$ cat config.mk
export PLATFORM = sky130hd
export DESIGN_NAME = sts_queue
export DESIGN_NICKNAME = d
export VERILOG_FILES = /design/src/sv/sts_pkg.sv /design/src/sv/sts_queue.sv
export SDC_FILE = /design/constraint.sdc
export NUM_CORES = 1
export LEC_CHECK = 0
export BUFFER_PORTS_ARGS = -buffer_cell sky130_fd_sc_hd__buf_2
export CORE_MARGIN = 3
export CORE_UTILIZATION = 35
export CTS_BUF_LIST = sky130_fd_sc_hd__clkbuf_2 sky130_fd_sc_hd__clkbuf_4 sky130_fd_sc_hd__clkbuf_8
export CTS_CLUSTER_DIAMETER = 40
export DETAILED_ROUTE_END_ITERATION = 7
export GPL_TIMING_DRIVEN = 1
export PLACE_DENSITY_LB_ADDON = 0.08
export SYNTH_ARGS = -nofsm -noshare
export SYNTH_HDL_FRONTEND = slang
export SYNTH_SLANG_ARGS = --single-unit
$ cat constraint.sdc
create_clock -name clk_i -period 13.7 [get_ports clk_i]
set_input_delay 2.055 -clock clk_i [delete_from_list [all_inputs] [get_ports clk_i]]
set_output_delay 2.055 -clock clk_i [all_outputs]
set_load 0.02 [all_outputs]
$ cat src/sv/sts_pkg.sv
`timescale 1ns / 1ps
`default_nettype none

package sts_pkg;

  // One incoming vertex: position in Q3.12, texture coordinate in Q1.15.
  typedef struct packed {
    logic [15:0] v;
    logic [15:0] u;
    logic [15:0] z;
    logic [15:0] y;
    logic [15:0] x;
  } vertex_t;

  // A whole input triangle, vertices in arrival order.
  typedef struct packed {
    vertex_t c;
    vertex_t b;
    vertex_t a;
  } tri_t;

  // Point index inside the back end: a, b, c, then the midpoints d, e, f.
  typedef logic [2:0] pidx_t;

  localparam pidx_t PT_A = 3'd0;
  localparam pidx_t PT_B = 3'd1;
  localparam pidx_t PT_C = 3'd2;
  localparam pidx_t PT_D = 3'd3;
  localparam pidx_t PT_E = 3'd4;
  localparam pidx_t PT_F = 3'd5;

  // End points of each midpoint d, e, f (the fourth entry is never used).
  localparam pidx_t MID_A [4] = '{PT_A, PT_B, PT_A, PT_A};
  localparam pidx_t MID_B [4] = '{PT_B, PT_C, PT_C, PT_A};

  // The four output triangles: (a,d,f), (d,e,f), (f,e,c), (d,b,e).
  localparam pidx_t TRI_PT [4][3] = '{
    '{PT_A, PT_D, PT_F},
    '{PT_D, PT_E, PT_F},
    '{PT_F, PT_E, PT_C},
    '{PT_D, PT_B, PT_E}
  };

  localparam int unsigned SQRT_STEPS = 31;
  localparam int unsigned DIV_STEPS  = 45;

endpackage

`default_nettype wire

$ cat src/sv/sts_queue.sv
`timescale 1ns / 1ps
`default_nettype none

module sts_queue import sts_pkg::*; (
  input  wire logic clk_i,
  input  wire logic rst_ni,
  input  wire logic push_valid_i,
  output logic      push_ready_o,
  input  wire tri_t push_tri_i,
  output logic      pop_valid_o,
  input  wire logic pop_ready_i,
  output tri_t      pop_tri_o
);

  tri_t       mem_q [2];
  logic       wr_ptr_q;
  logic       rd_ptr_q;
  logic [1:0] fill_q;
  logic       push;
  logic       pop;

  assign push_ready_o = (fill_q != 2'd2);
  assign pop_valid_o  = (fill_q != 2'd0);
  assign push         = push_valid_i && push_ready_o;
  assign pop          = pop_valid_o && pop_ready_i;
  assign pop_tri_o    = mem_q[rd_ptr_q];

  // Pointers and fill level.
  always_ff @(posedge clk_i or negedge rst_ni) begin
    if (!rst_ni) begin
      wr_ptr_q <= 1'b0;
      rd_ptr_q <= 1'b0;
      fill_q   <= 2'd0;
    end else begin
      if (push) begin
        wr_ptr_q <= ~wr_ptr_q;
      end
      if (pop) begin
        rd_ptr_q <= ~rd_ptr_q;
      end
      if (push && !pop) begin
        fill_q <= fill_q + 2'd1;
      end else if (pop && !push) begin
        fill_q <= fill_q - 2'd1;
      end
    end
  end

  // Storage.
  always_ff @(posedge clk_i) begin
    if (push) begin
      mem_q[wr_ptr_q] <= push_tri_i;
    end
  end

endmodule

`default_nettype wire

==> results of run 1 <==
critical path, delay by kind of cell, from the launching register on:
kind,cells,cell delay (ns)
buf+inv,3,1.99
flops,1,0.81
mux,1,0.36
per-layer routing:
layer	share of wire, %	wire, um
met5	0.26	109
met4	2.9	1220
met3	11	4550
met2	47	20200
met1	39	16500
placed cells by master (no fill, tap or decap), types with 3 or more instances in the layout:
master and n:
buf_2 485, edfxtp_1 480, mux2_4 190, clkbuf_8 86, mux2_2 50, clkbuf_4 26
clkinv_1 16, clkinv_2 11, buf_4 11, diode_2 10, bufinv_16 7, xnor2_1 3
clkinvlp_4 3, inv_8 3, dfrtp_1 3
power by group:
group          total [mW]  switching [mW]  internal [mW]  leakage, nW
logic                1.83            1.07          0.763         3.77
clock network        1.37           0.577          0.793        0.928
registers            2.13           0.100           2.03         4.50
total                5.33            1.75           3.59         9.20
cell families (layout without fill, tap and decap cells):
group / Yosys count / count (layout) / share of synthesized area [%]
xor gates and xnor gates: 5 / 5 / 0.239
adders and majority gates: 1 / 1 / 0.0684
other: 0 / 10 / 0
buffers and inverters: 28 / 650 / 1.53
and+or+nand+nor: 7 / 7 / 0.185
muxes: 240 / 240 / 18.7
DFF: 484 / 484 / 79.3
cell type report:
cell class / instances / area, um^2
clock inverters: 41 / 390
repair buffers: 496 / 2510
well taps: 680 / 851
flip-flops and latches: 484 / 14500
fillers: 4585 / 28300
inverters: 1 / 3.75
diodes: 10 / 25.0
clock buffers: 112 / 1380
multi-input cells: 253 / 3520
flip-flops by register name, summed over array words and instances, names as in the netlist:
register and flops:
mem_q 480, fill_q 2, rd_ptr_q 1, wr_ptr_q 1
worst paths after layout:
kind / cells after the start / endpoint / from
min in group asynchronous: 1 / wr_ptr_q / rst_ni
min: 1 / fill_q[1] / fill_q[1]
min reg2reg: 1 / fill_q[1] / fill_q[1]
max reg2reg: 4 / mem_q[1][105] / fill_q[0]
max: 4 / pop_tri_o[82] / rd_ptr_q
max in group asynchronous: 1 / rd_ptr_q / rst_ni
through the flow:
step | instances | instance area (um^2) | hold WS [ns] | total power, mW
after global placement | 1914 | 21400 | 0.482 | 4.04
final | 2077 | 23200 | 0.493 | 5.33
after floorplan | 765 | 18300 | 0.456 | 3.59
after CTS | 2067 | 23200 | 0.496 | 5.45
after detailed placement | 1914 | 21400 | 0.484 | 4.04
after global routing | 2074 | 23200 | 0.528 | 5.61
==> impl_metrics.csv, run 1 <==
group,metric,value,unit
timing,relSlewSlack,25.8,%
critical_path,critPathSlowestCell,"buf_4",
logic_synthesis,synth_fp_nets,1010,
die,ios,486,
flow_run,maxCapViolCount,0,
critical_path,slowest_delay,0.93,ns
routing,ant_nets,0,
logic_synthesis,yosysMostFrequentCell,"edfxtp_1",
logic_synthesis,yosysTopAreaCell,"edfxtp_1",
die,initial_core_util,35.5,%
timing,rsz0062_at_grt,"false",
global_routing,grt_pass1_wl,62.4,mm
cts,clock-sinks,484,
routing,via_count,9125,
critical_path,worstPathArrival,3.92,ns
die,std_cell_rows,83,
cts,cts_setup_buffers,0,
critical_path,worstSetupStartpointType,"register",
critical_path,cpMostUsedCell,"buf_4",
global_routing,grt.overflow.total,0,
routing,drt-initial-drc-count,403,
global_routing,grt_use_met3,7.51,%
cts,cts_root_buffer,"clkbuf_8",
timing,fin_crit_sh,43.6,%
logic_synthesis,synth_commonest_cells,"edfxtp_1 (480), mux2_4 (190), mux2_2 (50), buf_6 (21), buf_2 (5)",
cts,holdBufCountCts,0,
logic_synthesis,synth.cell_area,18300,um^2
cts,numCtsBuffers,85,
global_routing,grt_use_met2,23.7,%
critical_path,critPathMaxFanout,57,
timing,final-setup-viol-count,0,
pwr,p_leak,9.20,nW
cts,cts_max_level,3,
die,dieArea,55100,um^2
place,pre_cts_slack,8.30,ns
logic_synthesis,syn_inst,765,
global_routing,grt_pass1_vias,9699,
routing,first_pass_iters,4,
timing,max_freq,167,MHz
hold_path,min_path_type,"reg2reg",
final_layout,nets,1566,
pwr,power.density,230,nW/um^2
global_routing,grt_max_degree,78,
place,gp_congestion,0.763,
critical_path,worstSetupPathType,"reg2out",
timing,hold_viol,0,
die,die_h,235,um
timing,clock_skew,0.0118,ns
global_routing,antenna_found_initial,20,
logic_synthesis,avgSynthCellArea,23.9,um^2
logic_synthesis,yosysTopAreaCellShare,78.8,%
cts,cts_tree,"done",
routing,routedWlPerCell,20.5,um
critical_path,worstPathCellList,"buf_4 > buf_4 > mux2_4 > buf_2",
logic_synthesis,synth-seq-area-share,79.3,%
timing,worstMarginPinSlew,1.11,ns
place,io_buffers,485,
critical_path,ff2ff_setup_slack,10.14,ns
logic_synthesis,ys.warnings.count,0,
pwr,peakVddDrop,0.112,mV
run_status,status,"finished, final reports clean",
logic_synthesis,synth_area_leaders,"edfxtp_1 (79%), mux2_4 (16%), mux2_2 (3.1%), buf_6 (1.3%), dfrtp_1 (0.55%)",
logic_synthesis,synth_edf_count,480,
critical_path,end_kind,"output port",
logic_synthesis,yosys_most_used_dff,"edfxtp_1",
global_routing,use_met1,17.5,%
final_layout,drive_gt1_share,63.2,%
timing,drv_slew,0,
critical_path,required,11.64,ns
final_layout,final_util,45.0,%
routing,via_per_inst,4.39,
routing,totalWireLength,42.6,mm
final_layout,syn2layout_area_growth,26.7,%
logic_synthesis,synth_seq_cells,484,
cts,clock_path_buffers,3,
cts,ctsResizeCount,0,
logic_synthesis,async_flop_share,0.826,%
cts,path_clk_slew,0.05,ns
global_routing,busiest_layer,"met2",
routing,drc_errors,0,
die,dieWidth,235,um
timing,finalSetupTns,0,ns
logic_synthesis,ys_types,16,
place,hpwl,29.2,mm
die,core_area,51500,um^2
timing,final.min_clock_period,5.97,ns
timing,setup_ws,7.73,ns
cts,clk_latency,0.63,ns
global_routing,grtUsageTotal,15.1,%
(Power assumes the default switching activity.)
==> inputs of run 2 (changes only) <==
==> constraint.sdc (replaced) <==
create_clock -name clk_i -period 5 [get_ports clk_i]
set_input_delay 0.75 -clock clk_i [delete_from_list [all_inputs] [get_ports clk_i]]
set_output_delay 0.75 -clock clk_i [all_outputs]
set_load 0.02 [all_outputs]
==> impl_metrics.csv, run 2 (synthesis results as in run 1) <==
group,metric,value,unit
run_status,status,"finished, final reports clean",
global_routing,antenna_found_initial,23,
cts,cts_setup_buffers,0,
place,hpwl,30.3,mm
timing,fin_hold_ws,0.279,ns
timing,relSlewSlack,29.4,%
die,die_h,235,um
flow_run,maxCapViolCount,0,
cts,ctsResizeCount,0,
die,initial_core_util,35.5,%
global_routing,grt.overflow.total,0,
final_layout,drive_gt1_share,63.6,%
final_layout,nets,1586,
timing,final.min_clock_period,3.51,ns
place,postPlaceCellArea,21600,um^2
routing,totalWireLength,44.1,mm
routing,routedWlPerCell,21.0,um
timing,worstMarginPinSlew,1.06,ns
routing,via_per_inst,4.40,
die,std_cell_rows,83,
cts,cts_max_level,3,
final_layout,finalInstanceArea,23500,um^2
critical_path,worstPathCellList,"buf_4 > mux2_2 > buf_2",
cts,cts_tree,"done",
critical_path,end_kind,"output port",
timing,fin_crit_sh,70.1,%
routing,ant_nets,0,
place,io_buffers,485,
global_routing,grtUsageTotal,15.7,%
routing,drt-initial-drc-count,373,
critical_path,critPathMaxFanout,51,
die,ios,486,
timing,final-setup-viol-count,0,
pwr,power.density,632,nW/um^2
cts,clock_path_buffers,3,
cts,clk_latency,0.65,ns
cts,cts_root_buffer,"clkbuf_8",
final_layout,layout.cells.non_filler,2102,
pwr,p_leak,9.33,nW
global_routing,grt_max_degree,68,
global_routing,grt_pass1_vias,9969,
place,dp.cells,1925,
final_layout,syn2layout_area_growth,28.2,%
die,dieWidth,235,um
cts,holdBufCountCts,1,
timing,clock_skew,0.0139,ns
routing,first_pass_iters,4,
timing,max_freq,285,MHz
place,gp_congestion,0.768,
hold_path,min_path_type,"in2reg",
critical_path,critPathSlowestCell,"dfrtp_4",
critical_path,worstSetupPathType,"reg2out",
timing,hold_viol,0,
final_layout,layout_commonest_cell,"buf_2",
final_layout,largest_register,"mem_q",
cts,clock-sinks,484,
timing,finalSetupTns,0,ns
critical_path,required,4.25,ns
timing,rsz0062_at_grt,"false",
die,core_area,51500,um^2
global_routing,grt_pass1_wl,64.5,mm
final_layout,final_util,45.5,%
critical_path,worstPathArrival,2.76,ns
routing,drc_errors,0,
cts,path_clk_slew,0.06,ns
timing,setup_ws,1.49,ns
critical_path,slowest_delay,1.07,ns
final_layout,layout_common_cells,"buf_2 (485), edfxtp_1 (480), mux2_4 (190), clkbuf_8 (97), mux2_2 (50)",
place,pre_cts_slack,2.12,ns
routing,via_count,9240,
final_layout,largest_reg_flops,480,
pwr,peakVddDrop,0.259,mV
timing,drv_slew,0,
final_layout,largest_registers,"mem_q (480), fill_q (2)",
cts,numCtsBuffers,93,
critical_path,worstSetupStartpointType,"register",
pwr,finalPower,14.8,mW
die,dieArea,55100,um^2
-- run 2: cell types whose count changed in the layout (fill, tap and decap cells not counted), moves of 2 or more --
cell	before	now
buf_12	0	7
inv_6	1	4
clkbuf_4	26	24
clkbuf_8	86	97
buf_4	11	15
bufinv_16	7	4
inv_8	3	1
clkinv_1	16	19
clkinv_4	0	2
-- run 2: layer usage --
layer	vias to the layer above	part of all wire, %	GRT usage [%]
met2	330	49	25.3
met4	24	2.2	6.12
met3	78	9.7	7.54
li1	4240	-	-
met1	4568	38	18.0
met5	-	0.36	0
-- run 2: critical path, delay by kind of cell (launching register included) --
kind | cells | cell delay [ns]
DFF | 1 | 1.07
buffers and inverters | 2 | 0.64
muxes | 1 | 0.38
-- run 2: path summary, 6_finish.rpt --
kind,start,to,slack (ns),cells past startpoint
worst max-delay path,rd_ptr_q,pop_tri_o[22],1.49,3
worst min-delay path,push_tri_i[200],mem_q[0][200],0.28,1
worst max register to register,fill_q[0],mem_q[1][148],2.54,3
worst min register to register,fill_q[1],fill_q[1],0.50,1
max in group asynchronous,rst_ni,rd_ptr_q,4.38,2
min in group asynchronous,rst_ni,fill_q[0],0.47,2
-- run 2: area by class of cell --
type	count	area (um^2)
fillers	4607	28100
flip-flops and latches	484	14500
multi-input cells	253	3520
repair buffers	508	2690
clock buffers	121	1520
well taps	680	851
clock inverters	44	333
diodes	11	27.5
inverters	1	3.75
-- run 2: report_power, final --
group,switching [mW],internal [mW]
Sequential,0.315,5.55
Clock,1.64,2.19
Combinational,2.97,2.17
Total,4.93,9.90
