--- config.mk ---
export PLATFORM = sky130hd
export DESIGN_NAME = sts_front
export DESIGN_NICKNAME = d
export VERILOG_FILES = /design/src/sv/sts_pkg.sv /design/src/sv/sts_front.sv
export SDC_FILE = /design/constraint.sdc
export NUM_CORES = 1
export LEC_CHECK = 0
export BUFFER_PORTS_ARGS = -buffer_cell sky130_fd_sc_hd__buf_2
export CORE_AREA = 2 2 127 129
export DETAILED_ROUTE_END_ITERATION = 16
export DIE_AREA = 0 0 129 131
export GPL_TIMING_DRIVEN = 0
export PLACE_DENSITY = 0.66
export SLEW_MARGIN = 20
export SYNTH_ARGS = -nofsm -noshare
export SYNTH_HDL_FRONTEND = slang
export SYNTH_SLANG_ARGS = --single-unit
--- constraint.sdc ---
create_clock -name clk_i -period 5.12 [get_ports clk_i]
set_input_delay 0.256 -clock clk_i [delete_from_list [all_inputs] [get_ports clk_i]]
set_output_delay 0.256 -clock clk_i [all_outputs]
set_load 0.005 [all_outputs]
--- src/sv/sts_pkg.sv ---
`timescale 1ns / 1ps
`default_nettype none

package sts_pkg;

  // One incoming vertex: position in Q3.12, texture coordinate in Q1.15.
  typedef struct packed {
    logic [15:0] v;
    logic [15:0] u;
    logic [15:0] z;
    logic [15:0] y;
    logic [15:0] x;
  } vertex_t;

  // A whole input triangle, vertices in arrival order.
  typedef struct packed {
    vertex_t c;
    vertex_t b;
    vertex_t a;
  } tri_t;

  // Point index inside the back end: a, b, c, then the midpoints d, e, f.
  typedef logic [2:0] pidx_t;

  localparam pidx_t PT_A = 3'd0;
  localparam pidx_t PT_B = 3'd1;
  localparam pidx_t PT_C = 3'd2;
  localparam pidx_t PT_D = 3'd3;
  localparam pidx_t PT_E = 3'd4;
  localparam pidx_t PT_F = 3'd5;

  // End points of each midpoint d, e, f (the fourth entry is never used).
  localparam pidx_t MID_A [4] = '{PT_A, PT_B, PT_A, PT_A};
  localparam pidx_t MID_B [4] = '{PT_B, PT_C, PT_C, PT_A};

  // The four output triangles: (a,d,f), (d,e,f), (f,e,c), (d,b,e).
  localparam pidx_t TRI_PT [4][3] = '{
    '{PT_A, PT_D, PT_F},
    '{PT_D, PT_E, PT_F},
    '{PT_F, PT_E, PT_C},
    '{PT_D, PT_B, PT_E}
  };

  localparam int unsigned SQRT_STEPS = 31;
  localparam int unsigned DIV_STEPS  = 45;

endpackage

`default_nettype wire

--- src/sv/sts_front.sv ---
`timescale 1ns / 1ps
`default_nettype none

module sts_front import sts_pkg::*; (
  input  wire logic    clk_i,
  input  wire logic    rst_ni,
  input  wire logic    in_valid_i,
  output logic         in_ready_o,
  input  wire vertex_t in_vtx_i,
  output logic         push_valid_o,
  input  wire logic    push_ready_i,
  output tri_t         push_tri_o
);

  logic [1:0] cnt_q;
  vertex_t    hold_q [2];
  logic       accept;

  // The first two vertices are always taken; the third waits for queue space.
  assign in_ready_o   = (cnt_q != 2'd2) || push_ready_i;
  assign accept       = in_valid_i && in_ready_o;
  assign push_valid_o = in_valid_i && (cnt_q == 2'd2);
  assign push_tri_o   = '{c: in_vtx_i, b: hold_q[1], a: hold_q[0]};

  // Vertex counter.
  always_ff @(posedge clk_i or negedge rst_ni) begin
    if (!rst_ni) begin
      cnt_q <= 2'd0;
    end else if (accept) begin
      cnt_q <= (cnt_q == 2'd2) ? 2'd0 : cnt_q + 2'd1;
    end
  end

  // Held vertices.
  always_ff @(posedge clk_i) begin
    if (accept && (cnt_q != 2'd2)) begin
      hold_q[cnt_q[0]] <= in_vtx_i;
    end
  end

endmodule

`default_nettype wire

==> flow_metrics.tcl, run 1 <==
set metrics [dict create \
    areaGrowthSynthToFinish_pct 47.9 \
    via_count 3421 \
    setup-violations-final 0 \
    ant_nets 0 \
    syn_avg_cell_area_um2 22.0 \
    core_um2 15600 \
    num_antenna_cells 0 \
    start_util_pct 35.4 \
    hold_class "in2reg" \
    syn-num-nets 335 \
    port_buffers 325 \
    synth_top_area_cell "edfxtp_1" \
    syn_inst 251 \
    die_x_um 129 \
    critPathCaptureType "flip-flop" \
    synth_area_leaders "edfxtp_1 87%, buf_4 11%, dfrtp_1 0.91%" \
    totalPowerFinal_mw 3.74 \
    die_area_um2 16900 \
    critPathArrivalTime_ns 2.10 \
    cp_max_fo 14 \
    path_cells "nor3b_4, buf_6, buf_8, buf_6, buf_8" \
    slowest_stage "dfrtp_1" \
    vias_per_cell 4.11 \
    finalCriticalPeriod_ns 1.98 \
    regArea_um2 4850 \
    netlist_area_um2 5520 \
    drv_slew 0 \
    grt_usage_pct 14.3 \
    ys_ff_latch 162 \
    drive_gt1_share_pct 72.4 \
    rsz0062_at_grt "no" \
    worst_clock_skew_ns 0.00602 \
    crit_family "buffers and inverters" \
    rows 46 \
    grt_pass1_vias 3318 \
    synth_cell_types 11 \
    cts_max_level 4 \
    max_freq_mhz 506 \
    nets 687 \
    ir_drop_v 0.000247 \
    worst_pin_slew_ns 0.611 \
    worstSkewPairLatency_ns 0.41 \
    cts_root_buf "clkbuf_16" \
    most-common-layout-cells "325 x buf_2, 160 x edfxtp_1, 80 x buf_4" \
    timing.final.crit_share_pct 38.6 \
    antenna_found_initial 0 \
    cpPeakStageDelay_ns 0.45 \
    hold_ws_ns 0.0437 \
    clock-sinks 162 \
    multiInputGateArea_um2 63.8 \
    p_per_area_nw_per_um2 459 \
    post_drt_wl_per_cell_um 15.5 \
    hpwlAfterDp_um 9560 \
    drt_iter0_drc 163 \
    firstDrtPassIters 4 \
    worst_setup_path_start_kind "flip-flop" \
    yosysWarningCount 0 \
    cts_setup_buffers 0 \
    place_congestion 0.725 \
    setup_slack_ns 3.14 \
    power_leakage_nw 3.56 \
    clockBufferDepth 2 \
    finalHoldViolCount 0 \
    num-fill-cells 1336 \
    cts_buffers 17 \
    final_common_cell "buf_2" \
    pre_cts_ws_ns 3.12 \
    worst-path-buf-inv 4 \
    gr-total-overflow 0 \
    grt_max_degree 82 \
    drt-total-wl_um 12900 \
    ys_seq_area_share_pct 88.0 \
    run_status "complete, no violations" \
    setup.worst_path.class "reg2reg" \
    drc 0 \
    path_clk_slew_ns 0.06 \
    grt_pass1_wl_um 17900 \
    io-pin-count 326 \
    synth_top_area_share_pct 87.1 \
    cts_tree "yes" \
    crit_required_ns 5.24 \
    max_cap_viol_count 0 \
    die_h_um 131 \
    relSlewSlack_pct 59.3 \
]
cell type report:
class | count | share of cell area, %
sequential | 162 | 59.5
timing repair buffer | 333 | 21.2
buffer | 80 | 7.36
clock buffer | 17 | 5.22
tap | 216 | 3.31
clock inverter | 15 | 2.53
multi-input combinational | 8 | 0.782
inverter | 1 | 0.0460
Yosys cell counts:
| master | number |
|---|---|
| a21o_2 | 1 |
| and2_4 | 1 |
| buf_4 | 80 |
| dfrtp_1 | 2 |
| edfxtp_1 | 160 |
| inv_1 | 1 |
| nand2_1 | 2 |
| nor2_1 | 1 |
| nor3b_1 | 1 |
| nor3b_2 | 1 |
| o22a_1 | 1 |
per-stage QoR:
step	TNS [ns]	std cells	area [um2]	utilization (%)
after floorplan	0	251	5520	-
after global placement	-42.71	792	7410	47.5
after detailed placement	0	798	7490	48.1
after CTS	0	831	8140	52.2
after global routing	0	832	8160	52.3
final	0	832	8160	52.3
cells by family (layout without fill, tap and decap cells):
logic type	count (synthesis)	after routing	share of synthesized area, %
simple gates	6	6	0.726
compound gates	2	2	0.318
buf+inv	81	446	11.0
flops	162	162	88.0
what timing repair did:
action,CTS,global route
hold endpoints to repair,2,0
gates resized for setup,0,0
hold buffers,1,0
worst paths after layout:
path,start,end,slack (ns),depth (start not counted)
max in group asynchronous,rst_ni,cnt_q[1]$_DFFE_PN0P_,4.87,2
hold / removal,in_vtx_i[77],hold_q[0][77]$_DFFE_PP_,0.04,1
setup reg to reg,cnt_q[0]$_DFFE_PN0P_,hold_q[0][4]$_DFFE_PP_,3.14,5
hold reg to reg,cnt_q[0]$_DFFE_PN0P_,cnt_q[0]$_DFFE_PN0P_,0.64,1
setup / recovery,cnt_q[0]$_DFFE_PN0P_,hold_q[0][4]$_DFFE_PP_,3.14,5
min in group asynchronous,rst_ni,cnt_q[0]$_DFFE_PN0P_,0.15,2
power by group:
group | switching (mW) | internal, mW
Clock | 0.520 | 0.824
Combinational | 0.327 | 0.263
Sequential | 0.0590 | 1.75
sequential cells by signal, summed over array words and instances (netlist names):
register,cells
hold_q,160
cnt_q,2
worst register-to-register path, cell delays in order, from the launching register on:
cell and delay, ns:
dfrtp_1 0.45, nor3b_4 0.44, buf_6 0.22, buf_8 0.18, buf_6 0.21, buf_8 0.18
metal layers:
layer	vias to the layer above	share of wire [%]	track usage (%)
met3	27	7.9	5.21
met1	1619	37	15.6
met5	-	0	0
met2	206	53	25.1
li1	1569	-	-
met4	0	2.3	6.52
Power figures use the tool's default switching activity.
==> run 2: changes to the inputs <==
Clock period 5.12 ns to 1.95 ns, I/O delays scaled along.
==> flow_metrics.tcl, run 2 (synthesized netlist as in run 1, its figures left out) <==
set metrics [dict create \
    run_status "complete, no violations" \
    setup.worst_path.class "reg2reg" \
    drive_gt1_share_pct 63.7 \
    clock_power_share_pct 34.4 \
    setup_slack_ns 0.155 \
    drv_slew 0 \
    core_um2 15600 \
    p_sw_mw 2.40 \
    grt_usage_pct 15.1 \
    ir_drop_v 0.000631 \
    regArea_um2 4850 \
    cts_resized 0 \
    grt_pass1_vias 3713 \
    worst_setup_path_start_kind "flip-flop" \
    max_freq_mhz 557 \
    clockBufferDepth 2 \
    vias_per_cell 4.05 \
    cellInternalPower_mw 7.44 \
    worst_pin_slew_ns 0.558 \
    grt_pass1_wl_um 19100 \
    rsz0062_at_grt "no" \
    p_seq_share_pct 48.3 \
    num-fill-cells 1200 \
    gr-total-overflow 0 \
    crit_required_ns 2.06 \
    nets 770 \
    grt_max_degree 82 \
    cp_max_fo 15 \
    post_drt_wl_per_cell_um 15.0 \
    worst_clock_skew_ns 0.00579 \
    comb_power_share_pct 17.2 \
    path_clk_slew_ns 0.06 \
    critPathCaptureType "flip-flop" \
    path_cells "nor3b_4, buf_8, buf_8, buf_6" \
    slowest_stage "dfrtp_1" \
    critPathArrivalTime_ns 1.90 \
    cts_setup_buffers 0 \
    crit_top_cell "buf_8" \
    via_count 3708 \
    swShare_pct 24.4 \
    crit_family "buffers and inverters" \
    pre_cts_ws_ns 0.108 \
    final_common_cell "buf_2" \
    setup-violations-final 0 \
    cts_tree "yes" \
    io-pin-count 326 \
    final_util_pct 57.5 \
    power_leakage_nw 3.89 \
    finalCriticalPeriod_ns 1.79 \
    num_antenna_cells 0 \
    worstSkewPairLatency_ns 0.41 \
    largest_reg_flops 160 \
    cpPeakStageDelay_ns 0.45 \
    cts_root_buf "clkbuf_16" \
    drt-total-wl_um 13700 \
    firstDrtPassIters 4 \
    place_congestion 0.748 \
    die_x_um 129 \
    clock-sinks 162 \
    timing.setup.tns_ns 0 \
    worst-path-buf-inv 3 \
    drc 0 \
    die_h_um 131 \
    cts_max_level 4 \
    most-common-layout-cells "325 x buf_2, 160 x edfxtp_1, 84 x dlygate4sd3_1" \
    multiInputGateArea_um2 63.8 \
    start_util_pct 35.4 \
    areaGrowthSynthToFinish_pct 62.6 \
    ant_nets 0 \
    hpwlAfterDp_um 9030 \
    hold_class "in2reg" \
    port_buffers 325 \
    relSlewSlack_pct 62.8 \
    reg2reg_slack_ns 0.16 \
    max_cap_viol_count 0 \
    rows 46 \
    p_per_area_nw_per_um2 1100 \
    die_area_um2 16900 \
    finalHoldViolCount 0 \
    cts_buffers 17 \
    antenna_found_initial 0 \
    timing.final.crit_share_pct 92.0 \
    drt_iter0_drc 159 \
]
==> run 2: layer usage <==
| layer | share of wire, % | GRT usage [%] |
|---|---|---|
| met3 | 7.8 | 5.05 |
| met5 | 0 | 0 |
| met1 | 37 | 16.1 |
| met4 | 2.1 | 7.67 |
| met2 | 53 | 27.0 |
==> run 2: layout make-up <==
| class | count | area share [%] |
|---|---|---|
| clock buffer | 18 | 4.79 |
| buffer | 80 | 6.70 |
| sequential | 162 | 54.1 |
| timing repair buffer | 416 | 28.7 |
| inverter | 1 | 0.0419 |
| multi-input combinational | 8 | 0.711 |
| tap | 216 | 3.01 |
| clock inverter | 14 | 1.97 |
==> run 2: worst paths after layout <==
check / from / to / cells past startpoint
max: cnt_q[1]$_DFFE_PN0P_ / hold_q[0][76]$_DFFE_PP_ / 4
min: in_vtx_i[19] / hold_q[1][19]$_DFFE_PP_ / 2
max reg2reg: cnt_q[1]$_DFFE_PN0P_ / hold_q[0][76]$_DFFE_PP_ / 4
min reg2reg: cnt_q[0]$_DFFE_PN0P_ / cnt_q[0]$_DFFE_PN0P_ / 1
max in group asynchronous: rst_ni / cnt_q[1]$_DFFE_PN0P_ / 3
min in group asynchronous: rst_ni / cnt_q[0]$_DFFE_PN0P_ / 3
==> run 2: power by group through the flow <==
| stage | registers, mW | clock network, mW | logic [mW] |
|---|---|---|---|
| 2_1_floorplan | 4.94 | 0 | 0.443 |
| 3_3_place_gp | 4.86 | 0 | 1.41 |
| 3_5_place_dp | 4.84 | 0 | 1.57 |
| 4_1_cts | 4.77 | 3.46 | 1.70 |
| 5_1_grt | 4.81 | 3.61 | 1.84 |
| 6_report | 4.75 | 3.39 | 1.70 |
==> run 2: timing repair <==
item,CTS,global route
hold buffers,84,0
endpoints found under the hold margin,164,0
setup endpoints to repair,0,0
==> run 2: stage by stage <==
stage / hold slack (ns) / cell area (um2) / std cells / total power [mW]
floorplan: -0.198 / 5520 / 251 / 5.39
CTS: 0.397 / 8950 / 914 / 9.93
global route: 0.407 / 8970 / 915 / 10.3
global placement: -0.117 / 7420 / 792 / 6.27
detailed placement: -0.116 / 7500 / 798 / 6.41
finish: 0.426 / 8970 / 915 / 9.84
==> run 3: changes to the inputs <==
Settings changed: CTS_BUF_LIST set to sky130_fd_sc_hd__clkbuf_4 sky130_fd_sc_hd__clkbuf_8 sky130_fd_sc_hd__clkbuf_16.
==> flow_metrics.tcl, run 3 (synthesized netlist as in run 1, its figures left out) <==
set metrics [dict create \
    run_status "complete, no violations" \
    vias_per_cell 4.07 \
    start_util_pct 35.4 \
    die_area_um2 16900 \
    path_clk_slew_ns 0.06 \
    cts_resized 0 \
    r2r-start "cnt_q[1]$_DFFE_PN0P_" \
    wl_met1_um 5160 \
    totalPowerFinal_mw 9.85 \
    place_congestion 0.748 \
    final_common_cell "buf_2" \
    critPathCaptureType "flip-flop" \
    gr-total-overflow 0 \
    core_um2 15600 \
    crit_required_ns 2.06 \
    post_drt_wl_per_cell_um 15.0 \
    cts_setup_buffers 0 \
    max_freq_mhz 558 \
    clockBufferDepth 2 \
    hold_class "in2reg" \
    finalCriticalPeriod_ns 1.79 \
    worst_setup_path_start_kind "flip-flop" \
    cp_max_fo 15 \
    rows 46 \
    largest_reg_flops 160 \
    max_cap_viol_count 0 \
    ff2ff_path_depth 4 \
    worst_clock_skew_ns 0.00624 \
    rsz0062_at_grt "no" \
    die_x_um 129 \
    grt_usage_pct 15.1 \
    whs_path_depth 2 \
    port_buffers 325 \
    via_count 3720 \
    drive_gt1_share_pct 63.8 \
    finalHoldViolCount 0 \
    fin_area_um2 8970 \
    p_per_area_nw_per_um2 1100 \
    setup.worst_path.class "reg2reg" \
    cts_max_level 4 \
    num_antenna_cells 0 \
    drc 0 \
    cts_root_buf "clkbuf_16" \
    worstSkewPairLatency_ns 0.41 \
    cts_tree "yes" \
    worstReg2RegEnd "hold_q[0][76]$_DFFE_PP_" \
    antenna_found_initial 0 \
    nets 770 \
    drt-total-wl_um 13700 \
    grt_pass1_wl_um 19100 \
    drv_slew 0 \
    pre_cts_ws_ns 0.108 \
    wl_met2_um 7250 \
    cts_buffers 17 \
    place_area_um2 7500 \
    power_leakage_nw 3.89 \
    top_layer "met4" \
    setup_slack_ns 0.157 \
    drt_iter0_drc 178 \
    ant_nets 0 \
    io-pin-count 326 \
    wl_met3_um 1050 \
    whs_endpoint "hold_q[1][19]$_DFFE_PP_" \
    ir_drop_v 0.000632 \
    worst_pin_slew_ns 0.561 \
    areaGrowthSynthToFinish_pct 62.6 \
    hpwlAfterDp_um 9030 \
    critPathArrivalTime_ns 1.90 \
    grt_pass1_vias 3718 \
    setup-violations-final 0 \
    hp-start "in_vtx_i[19]" \
    die_h_um 131 \
    relSlewSlack_pct 62.6 \
    final_util_pct 57.5 \
    timing.final.crit_share_pct 91.9 \
    grt_max_degree 82 \
    firstDrtPassIters 4 \
    reg2reg_slack_ns 0.16 \
    clock-sinks 162 \
    most-common-layout-cells "325 x buf_2, 160 x edfxtp_1, 84 x dlygate4sd3_1" \
]
==> run 3: changes by cell type in the layout (fill, tap and decap cells not counted) <==
cell,previous run,this run
clkbuf_1,1,0
clkbuf_4,0,1
==> run 3: stage by stage <==
step / hold slack, ns / instances / setup TNS, ns
5_1_grt: 0.406 / 915 / 0
3_3_place_gp: -0.117 / 792 / -165.35
4_1_cts: 0.396 / 914 / 0
3_5_place_dp: -0.116 / 798 / 0
2_1_floorplan: -0.198 / 251 / -82.13
6_report: 0.426 / 915 / 0
==> run 3: cell type report <==
| class | instances | area (um2) |
|---|---|---|
| plain buffers | 80 | 601 |
| inverters | 1 | 3.75 |
| well taps | 216 | 270 |
| multi-input cells | 8 | 63.8 |
| repair buffers | 416 | 2570 |
| fillers | 1200 | 6630 |
| clock buffers | 18 | 433 |
| flip-flops and latches | 162 | 4850 |
| clock inverters | 14 | 176 |
==> run 3: timing repair <==
item                       CTS  global route
setup endpoints to repair    0             0
hold endpoints to repair   164             0
hold buffers                84             0
==> run 3: worst max path at each step <==
stage,startpoint,to,slack [ns],depth (start not counted)
global route,cnt_q[1]$_DFFE_PN0P_,hold_q[0][76]$_DFFE_PP_,0.08,4
finish,cnt_q[1]$_DFFE_PN0P_,hold_q[0][76]$_DFFE_PP_,0.16,4
detailed placement,cnt_q[0]$_DFFE_PN0P_,hold_q[1][53]$_DFFE_PP_,0.11,1
floorplan,cnt_q[1]$_DFFE_PN0P_,hold_q[0][0]$_DFFE_PP_,-1.02,1
global placement,cnt_q[1]$_DFFE_PN0P_,hold_q[0][25]$_DFFE_PP_,-2.05,1
CTS,cnt_q[0]$_DFFE_PN0P_,hold_q[1][55]$_DFFE_PP_,0.09,1
==> run 3: worst max-delay path, cell delays in order, from the launching register on <==
cell     delay, ns
dfrtp_1       0.45
nor3b_4       0.42
buf_8         0.22
buf_8         0.18
buf_6         0.21
==> run 3: per-layer routing <==
metal,vias to the layer above,global-route usage (%)
li1,1736,-
met1,1751,16.2
met2,210,26.9
met3,23,4.97
met4,0,7.67
met5,-,0
==> run 3: power by group <==
part / switching, mW / internal (mW) / total (mW)
sequential: 0.156 / 4.60 / 4.75
combinational: 0.886 / 0.811 / 1.70
clock: 1.35 / 2.05 / 3.40
total: 2.40 / 7.46 / 9.85
